**config.mk**
```make
export PLATFORM = sky130hd
export DESIGN_NAME = rpn_ctrl
export DESIGN_NICKNAME = d
export VERILOG_FILES = /design/src/sv/rpn_pkg.sv /design/src/sv/rpn_ctrl.sv
export SDC_FILE = /design/constraint.sdc
export NUM_CORES = 1
export LEC_CHECK = 0
export ABC_AREA = 1
export BUFFER_PORTS_ARGS = -buffer_cell sky130_fd_sc_hd__buf_2
export CORE_MARGIN = 4
export CORE_UTILIZATION = 44
export DETAILED_ROUTE_END_ITERATION = 7
export GPL_TIMING_DRIVEN = 1
export PLACE_DENSITY = 0.75
export SLEW_MARGIN = 20
export SYNTH_ARGS = -nofsm -noshare
export SYNTH_HDL_FRONTEND = slang
export SYNTH_SLANG_ARGS = --single-unit
```
**constraint.sdc**
```tcl
create_clock -name i_clk -period 1.1 [get_ports i_clk]
set_input_delay 0.055 -clock i_clk [delete_from_list [all_inputs] [get_ports i_clk]]
set_output_delay 0.055 -clock i_clk [all_outputs]
set_load 0.03 [all_outputs]
```
**src/sv/rpn_pkg.sv**
```systemverilog
// rpn_pkg: command codes, status codes and the controller-to-datapath command struct
// shared by rpn_ctrl, rpn_dp and rpn_stack_calculator_core; no dependencies
package rpn_pkg;

    localparam int DataW = 64;
    localparam int FracW = 32;
    localparam int LevelW = 8;

    typedef enum logic [3:0] {
        CMD_PUSH  = 4'd0,
        CMD_ADD   = 4'd1,
        CMD_SUB   = 4'd2,
        CMD_MUL   = 4'd3,
        CMD_DIV   = 4'd4,
        CMD_REM   = 4'd5,
        CMD_PRINT = 4'd6,
        CMD_DUP   = 4'd7,
        CMD_SWAP  = 4'd8,
        CMD_CLEAR = 4'd9
    } t_cmd;

    typedef enum logic [1:0] {
        ST_OK    = 2'd0,
        ST_EMPTY = 2'd1,
        ST_ZDIV  = 2'd2,
        ST_FULL  = 2'd3
    } t_status;

    // datapath operation selected by the controller
    typedef enum logic [3:0] {
        OP_NONE,
        OP_RD_X,      // pop top into x
        OP_RD_Y,      // pop top into y
        OP_PUSH_IN,   // push input value
        OP_PUSH_X,    // push x
        OP_PUSH_Y,    // push y
        OP_PUSH_RES,  // push arithmetic result
        OP_ALU,       // start/step arithmetic
        OP_CLEAR,     // empty the stack
        OP_RD_TOP     // read top for shown value
    } t_op;

    typedef struct packed {
        t_op  op;
        logic start;   // first cycle of an operation
    } t_dp_cmd;

    typedef struct packed {
        logic ram_ok;    // read data valid (set in the cycle after a read)
        logic alu_done;
        logic x_zero;
        logic empty;     // stack pointer is zero
        logic full;      // stack pointer is at depth
    } t_dp_sts;

endpackage

```
**src/sv/rpn_ctrl.sv**
```systemverilog
// rpn_ctrl: command sequencer for the calculator; drives rpn_dp through t_dp_cmd
// and collects the status flags; uses rpn_pkg
module rpn_ctrl (
    input  logic                       i_clk,
    input  logic                       i_rst_n,
    input  logic                       i_valid,
    output logic                       o_ready,
    input  rpn_pkg::t_cmd              i_kind,
    output rpn_pkg::t_dp_cmd           o_cmd,
    input  rpn_pkg::t_dp_sts           i_sts,
    output logic                       o_done,
    output logic                       o_printed,
    output rpn_pkg::t_status           o_status,
    input  logic                       i_out_free
);
    typedef enum logic [3:0] {
        S_IDLE, S_X0, S_X1, S_Y0, S_Y1, S_ALU0, S_ALU, S_PUSH1, S_PUSH2,
        S_TOP0, S_TOP1, S_OUT
    } t_state;

    t_state r_state;
    logic   r_empty, r_full, r_zdiv, r_print;

    always_comb begin
        o_cmd.op = rpn_pkg::OP_NONE;
        o_cmd.start = 1'b0;
        case (r_state)
            S_X0:    begin o_cmd.op = rpn_pkg::OP_RD_X; o_cmd.start = 1'b1; end
            S_X1:    o_cmd.op = rpn_pkg::OP_RD_X;
            S_Y0: begin
                // a zero divisor leaves the dividend on the stack
                if (!((i_kind == rpn_pkg::CMD_DIV || i_kind == rpn_pkg::CMD_REM)
                      && i_sts.x_zero)) begin
                    o_cmd.op = rpn_pkg::OP_RD_Y;
                    o_cmd.start = 1'b1;
                end
            end
            S_Y1:    o_cmd.op = rpn_pkg::OP_RD_Y;
            S_ALU0:  begin o_cmd.op = rpn_pkg::OP_ALU; o_cmd.start = 1'b1; end
            S_ALU:   o_cmd.op = rpn_pkg::OP_ALU;
            S_PUSH1: begin
                case (i_kind)
                    rpn_pkg::CMD_PUSH:                   o_cmd.op = rpn_pkg::OP_PUSH_IN;
                    rpn_pkg::CMD_DUP, rpn_pkg::CMD_SWAP: o_cmd.op = rpn_pkg::OP_PUSH_X;
                    rpn_pkg::CMD_CLEAR:                  o_cmd.op = rpn_pkg::OP_CLEAR;
                    default:                             o_cmd.op = rpn_pkg::OP_PUSH_RES;
                endcase
            end
            S_PUSH2: o_cmd.op = (i_kind == rpn_pkg::CMD_DUP) ? rpn_pkg::OP_PUSH_X
                                                             : rpn_pkg::OP_PUSH_Y;
            S_TOP0:  begin o_cmd.op = rpn_pkg::OP_RD_TOP; o_cmd.start = 1'b1; end
            S_TOP1:  o_cmd.op = rpn_pkg::OP_RD_TOP;
            default: ;
        endcase
    end

    assign o_ready = (r_state == S_IDLE);
    assign o_done  = (r_state == S_OUT);
    assign o_printed = r_print;
    assign o_status = r_zdiv ? rpn_pkg::ST_ZDIV : r_full ? rpn_pkg::ST_FULL
                    : r_empty ? rpn_pkg::ST_EMPTY : rpn_pkg::ST_OK;

    always_ff @(posedge i_clk) begin
        if (!i_rst_n) begin
            r_state <= S_IDLE;
            r_empty <= 1'b0;
            r_full <= 1'b0;
            r_zdiv <= 1'b0;
            r_print <= 1'b0;
        end else begin
            case (r_state)
                S_IDLE: if (i_valid) begin
                    r_empty <= 1'b0;
                    r_full <= 1'b0;
                    r_zdiv <= 1'b0;
                    r_print <= (i_kind == rpn_pkg::CMD_PRINT);
                    case (i_kind) inside
                        rpn_pkg::CMD_PUSH, rpn_pkg::CMD_CLEAR: r_state <= S_PUSH1;
                        [rpn_pkg::CMD_ADD:rpn_pkg::CMD_SWAP]:  r_state <= S_X0;
                        default:                               r_state <= S_TOP0;
                    endcase
                end
                S_X0: begin
                    if (i_sts.empty) r_empty <= 1'b1;
                    r_state <= S_X1;
                end
                S_X1: begin
                    case (i_kind)
                        rpn_pkg::CMD_PRINT: r_state <= S_OUT;
                        rpn_pkg::CMD_DUP:   r_state <= S_PUSH1;
                        default:            r_state <= S_Y0;
                    endcase
                end
                S_Y0: begin
                    if ((i_kind == rpn_pkg::CMD_DIV || i_kind == rpn_pkg::CMD_REM)
                        && i_sts.x_zero) begin
                        r_zdiv <= 1'b1;
                        r_state <= S_TOP0;
                    end else begin
                        if (i_sts.empty) r_empty <= 1'b1;
                        r_state <= S_Y1;
                    end
                end
                S_Y1:    r_state <= (i_kind == rpn_pkg::CMD_SWAP) ? S_PUSH1 : S_ALU0;
                S_ALU0:  r_state <= S_ALU;
                S_ALU:   if (i_sts.alu_done) r_state <= S_PUSH1;
                S_PUSH1: begin
                    if (i_sts.full && i_kind != rpn_pkg::CMD_CLEAR) r_full <= 1'b1;
                    r_state <= (i_kind == rpn_pkg::CMD_DUP || i_kind == rpn_pkg::CMD_SWAP)
                               ? S_PUSH2 : S_TOP0;
                end
                S_PUSH2: begin
                    if (i_sts.full) r_full <= 1'b1;
                    r_state <= S_TOP0;
                end
                S_TOP0:  r_state <= S_TOP1;
                S_TOP1:  r_state <= S_OUT;
                S_OUT:   if (i_out_free) r_state <= S_IDLE;
                default: r_state <= S_IDLE;
            endcase
        end
    end
endmodule

```
Yosys cells after proc, flatten, opt, wreduce, memory -nomap -nowiden
Cells that the tools add are included.
{ "op_classes": {"mux": 27, "n_eq_ne": 25, "n_reduce_logical": 21, "order_cmp": 2} }
{ "op_table": {"columns": ["cell", "n"], "rows": [
  ["one-hot mux 4 bit (12 select lines)", 1],
  ["== test 4 x 3 -> 1 bit (second input constant)", 8],
  ["one-hot mux 4 bit (7 select lines)", 1],
  ["== test 4 bit (second input constant)", 6],
  ["two-way mux 4 bit", 6],
  ["!= test 2 bit (second input constant)", 6],
  ["one-hot mux 4 bit (3 select lines)", 1],
  ["OR reduction 2 bit", 5],
  ["two-way mux 1 bit", 9],
  ["AND reduction 3 bit", 3],
  ["== test 4 x 2 -> 1 bit (second input constant)", 2],
  ["logical NOT 4 bit", 2],
  ["one-hot mux 4 bit (2 select lines)", 1],
  ["two-way mux 2 bit", 3],
  ["one-hot mux 1 bit (3 select lines)", 2],
  ["nonzero test 3 bit", 2],
  ["== test 4 x 1 -> 1 bit (second input constant)", 1],
  [">= comparator 4 x 1 -> 1 bit (second input constant)", 1],
  ["less-or-equal comparator 4 bit (second input constant)", 1],
  ["!= test 4 bit (second input constant)", 1],
  ["one-hot mux 1 bit (2 select lines)", 2],
  ["AND reduction 4 bit", 1],
  ["logical AND 1 bit", 3],
  ["two-way mux 3 bit", 1],
  ["5 further kinds", 6]
]} }
{ "word_totals": {"ff_bits": 8, "elab_cells": 80} }

Depth between registers and ports, before layout
{ "depth": {"ltp_word": 6, "mapped_depth": 8} }

Least setup slack after synthesis
Ideal clock, no wire load.
{ "synth_timing": {"path_type": "reg2out", "startpoint": "reg r_state[2]", "endpoint": "out o_cmd[2] in the netlist's numbering", "n_path_buf": 0, "path_slack_ns": -0.476, "required_time_ns": 1.045, "stages_incl_launch_ff": 7, "arrival_time_ns": 1.521, "path_cell_list": "dfxtp_1 inv_2 nor2_1 nand2_2 nor2_1 nand2_1 o21ai_0"} }
{ "synth_lines": {"columns": ["item", "line_no", "text"], "rows": [
  ["start, declared", "rpn_ctrl.sv:21", "t_state r_state;"],
  ["start signal, assigned", "rpn_ctrl.sv:104", "S_Y1: r_state <= (i_kind == rpn_pkg::CMD_SWAP) ? S_PUSH1 : S_ALU0;"],
  ["start signal, assigned", "rpn_ctrl.sv:109", "r_state <= (i_kind == rpn_pkg::CMD_DUP || i_kind == rpn_pkg::CMD_SWAP)"],
  ["end, declared", "rpn_ctrl.sv:9", "output rpn_pkg::t_dp_cmd o_cmd,"]
]} }

==> out/results.env <==
SEQ_CELLS_POST_SYNTH=8
SYNTH_ASYNC_SR_FLOP_SHARE_PCT=0
GRT_REMAINING_OVERFLOW=0
DRT-WIRELENGTH-PER-CELL_UM=13.1
REPORT.FINAL.SLEW_VIOL_COUNT=0
YS.FLOP_TYPE='sky130_fd_sc_hd__dfxtp_1'
TIMING.SETUP.CRITICAL_PATH_CLASS='register to output pin'
TIMING.FINAL.CRIT_PERIOD_NS=1.48
NETS=184
P_SW_W=0.000920
DIEWIDTH_UM=47.7
PLACED_CELLS_INCL_TAPS=175
CTS.CLK_SLEW.WORST_PATHS_NS=0.06
FIRST_ITER_VIOLATIONS=13
NETLIST_TOP_CELLS_AREA='sky130_fd_sc_hd__dfxtp_1 23%, sky130_fd_sc_hd__nand2_1 20%, sky130_fd_sc_hd__nor2_1 12%, sky130_fd_sc_hd__inv_1 9.7%, sky130_fd_sc_hd__a21oi_1 7.9%'
NUM_ANTENNA_CELLS=0
SETUP_VIOL=15
SYNTH_AREA_PER_CELL_UM2=5.51
GRT_PASS1_WL_UM=3490
CLK-INSERTION-DELAY-LATE_NS=0.26
LEAKAGEPOWER_nW=0.600
BUFFER_PORTS.INSERTED=21
AREAGROWTHSYNTHTOFINISH_PCT=71.2
FMAX_MHz=674
SYNTHTOPCELLSBYCOUNT='37 x sky130_fd_sc_hd__nand2_1, 22 x sky130_fd_sc_hd__nor2_1, 18 x sky130_fd_sc_hd__inv_1, 11 x sky130_fd_sc_hd__a21oi_1, 8 x sky130_fd_sc_hd__dfxtp_1'
CORE_UM2=1510
SYNTHMOSTINSTANTIATEDCELL='sky130_fd_sc_hd__nand2_1'
SYNTH-ADDER-AREA-SHARE_PCT=0
DRIVE_GT1_SHARE_PCT=52.7
CRITICAL_PATH_PEAK_FANOUT=5
SYNTH_FP_NETS=139
PLACEMENT_ROWS=14
POST_SYNTH_AND_OR_NAND_NOR_AREA_FRACTION_PCT=48.1
NUM_VIAS=977
DESIGN.DIE.AREA_UM2=2280
WORST_EP_ARRIVAL_TIME_NS=1.43
FINAL-HOLD-VIOLATION-COUNT=0
SYNTH.YOSYS.WARNINGS=0
YOSYS.AREA_SHARE.XOR_XNOR_PCT=0
CP_LAUNCH_TYPE='register'
SYNTH-COMPOUND-AREA-SHARE_PCT=16.9
IO_PINS=23
SYNTH_TOP_AREA_SHARE_PCT=23.1
GLOBAL_ROUTE.USAGE.TOTAL_PCT=22.4
CP-END-KIND='output pin'
WORST_PIN_SLEW_NS=0.292
HOLD_CLASS='input pin to register'
FINALNONFILLERCELLS=185
SYNTH_EDF_COUNT=0
COMB_POWER_SHARE_PCT=66.9
DRCVIOLATIONCOUNT=0
DOMINANT_COMBINATIONAL_CELL_FAMILY_BY_AREA_AFTER_SYNTHESIS='simple AND/OR/NAND/NOR gates'
LARGEST_VOLTAGE_DROP_ON_THE_VDD_NET_mV=1.10
RUN_STATUS='finished, violations left'
NUMBER_OF_ANTENNA_VIOLATIONS_AT_THE_FIRST_CHECK_IN_GLOBAL_ROUTING=0
FIRST_GLOBAL_VIAS=817
CTS.PATH.MAX_BUFFERS=2
SWITCHING_SHARE_PCT=47.3
CELL_TYPE_CONTRIBUTING_THE_MOST_TOTAL_CELL_AREA_AFTER_SYNTHESIS='sky130_fd_sc_hd__dfxtp_1'
SYNTH-SEQ-AREA-SHARE_PCT=23.1
DETAIL_ROUTE.WIRELENGTH_UM=2420
FAILING_CHECKS='setup timing'
DPL-INSTANCE-AREA_UM2=966
INTERNAL-POWER_W=0.00102
POWER.SEQUENTIAL.FRACTION_PCT=21.4
TRITONCTS.NUM_BUFFERS=3
POWER.SHARE.CLOCK_PCT=11.7
H-TREE-DEPTH=1
POWERDENSITY_nW_PER_UM2=1640
TIMING.FINAL.CRIT_SHARE_PCT=135
CP_DATA_REQUIRED_TIME_NS=1.04
DIE_H_UM=47.7
TRITONCTS='done'
FINAL_CRITICAL_PATH_SETUP_SLACK_NS=-0.383
FINISH.INSTANCE_AREA_UM2=1190
POST_DRT_VIA_CELL_RATIO=5.28
FLOORPLAN.INITIALDENSITY_PCT=46.1
GRT_START_MAX_NET_PINS=7
DPL.HPWL_UM=1710
SLEW-LIMIT-HEADROOM_PCT=80.4
FINAL_WEIGHTED_CONGESTION_OF_ROUTABILITY_DRIVEN_GLOBAL_PLACEMENT=0.857
NETLIST_INSTANCES=126
POSTCTSHOLDBUFS=0
CTS-ROOT-BUF='sky130_fd_sc_hd__clkbuf_4'
SYNTHMUXAREASHARE_PCT=0
SYNTH.DISTINCT_CELLS=17
DETAIL-ROUTE-ANTENNA-NETS=0
FINAL.SETUP_SKEW_NS=0.0108
DRT_FIRST_PASS_ITERS=5
DP_WORST_SETUP_SLACK_NS=-0.161
NUMCLOCKSINKS=8
SYNTH_AREA_UM2=694
MAXCAPVIOLATIONS=0
SETUP_REPAIR_AFTER_GLOBAL_ROUTING_MISSED_ITS_MARGIN='yes'
## cell families after synthesis
family,Yosys count
AOI/OAI and AO/OA,20
buffers and inverters,22
and+or+nand+nor,76
DFF,8
## cell type report
type	count	area, um2
multi-input combinational	96	567
fill	114	318
timing repair buffer	40	313
sequential	8	176
inverter	22	90.1
clock buffer	3	22.5
tap	16	20.0
## worst paths after layout
path / startpoint / end / slack [ns] / cells past startpoint
worst min-delay path: i_sts[0] / r_full / 0.06 / 3
worst max-delay path: r_state[0] / o_cmd[2] / -0.38 / 9
worst max register to register: r_state[3] / r_state[1] / -0.20 / 8
worst min register to register: r_empty / r_empty / 0.46 / 2
## stage by stage
step	total power, W	hold slack, ns	util [%]	TNS, ns
2_1_floorplan	0.00110	0.201	-	-0.215
3_3_place_gp	0.00138	0.330	64.1	-0.889
3_5_place_dp	0.00140	0.338	64.1	-1.28
4_1_cts	0.00174	0.0702	70.9	-2.65
5_1_grt	0.00208	0.0606	78.9	-4.33
6_report	0.00194	0.0592	78.9	-3.16
## layer usage
layer  wire (um)  part of all wire, %  track usage (%)
met5           0                    0                0
met4          74                  3.1             9.68
met3         123                  5.1             4.51
met2        1260                   52             39.8
met1         954                   40             25.4
## registers in the layout, indices dropped and copies added (netlist names)
name / count
o_printed: 1
r_empty: 1
r_full: 1
r_state: 4
r_zdiv: 1
## cell usage in the layout, fill, tap and decap left out, types with 2 or more instances in the layout
cell,instances
sky130_fd_sc_hd__buf_4,14
sky130_fd_sc_hd__dfxtp_4,4
sky130_fd_sc_hd__nor2_1,16
sky130_fd_sc_hd__nand3_1,7
sky130_fd_sc_hd__dfxtp_1,3
sky130_fd_sc_hd__a21oi_2,4
sky130_fd_sc_hd__buf_2,13
sky130_fd_sc_hd__nand2_4,2
sky130_fd_sc_hd__nand2_2,12
sky130_fd_sc_hd__o221ai_2,2
sky130_fd_sc_hd__a21oi_1,7
sky130_fd_sc_hd__buf_6,12
sky130_fd_sc_hd__inv_2,3
sky130_fd_sc_hd__nor2_4,5
sky130_fd_sc_hd__inv_1,16
sky130_fd_sc_hd__clkbuf_4,4
sky130_fd_sc_hd__o21ai_2,2
sky130_fd_sc_hd__nor2_2,6
sky130_fd_sc_hd__nand2_1,28
sky130_fd_sc_hd__inv_4,3
## worst max-delay path, cell delays in order (launching register included)
cell,delay [ns]
sky130_fd_sc_hd__dfxtp_4,0.36
sky130_fd_sc_hd__nand2_4,0.11
sky130_fd_sc_hd__inv_4,0.05
sky130_fd_sc_hd__nand2_2,0.08
sky130_fd_sc_hd__inv_2,0.04
sky130_fd_sc_hd__nand2_2,0.07
sky130_fd_sc_hd__nand2_2,0.08
sky130_fd_sc_hd__a31oi_4,0.17
sky130_fd_sc_hd__o21ai_4,0.07
sky130_fd_sc_hd__buf_6,0.14
## power by group through the flow
stage	registers [W]	logic (W)	clock network, W
CTS	0.000407	0.00110	0.000234
global placement	0.000402	0.000983	0
floorplan	0.000401	0.000696	0
finish	0.000416	0.00130	0.000228
global route	0.000423	0.00140	0.000254
detailed placement	0.000407	0.000993	0
## what timing repair did
action / CTS / global route
gates resized for setup: 16 / 36
pin swaps: 2 / 13
setup endpoints to repair: 15 / 16
setup buffers: 4 / 3
(Power assumes the default switching activity.)
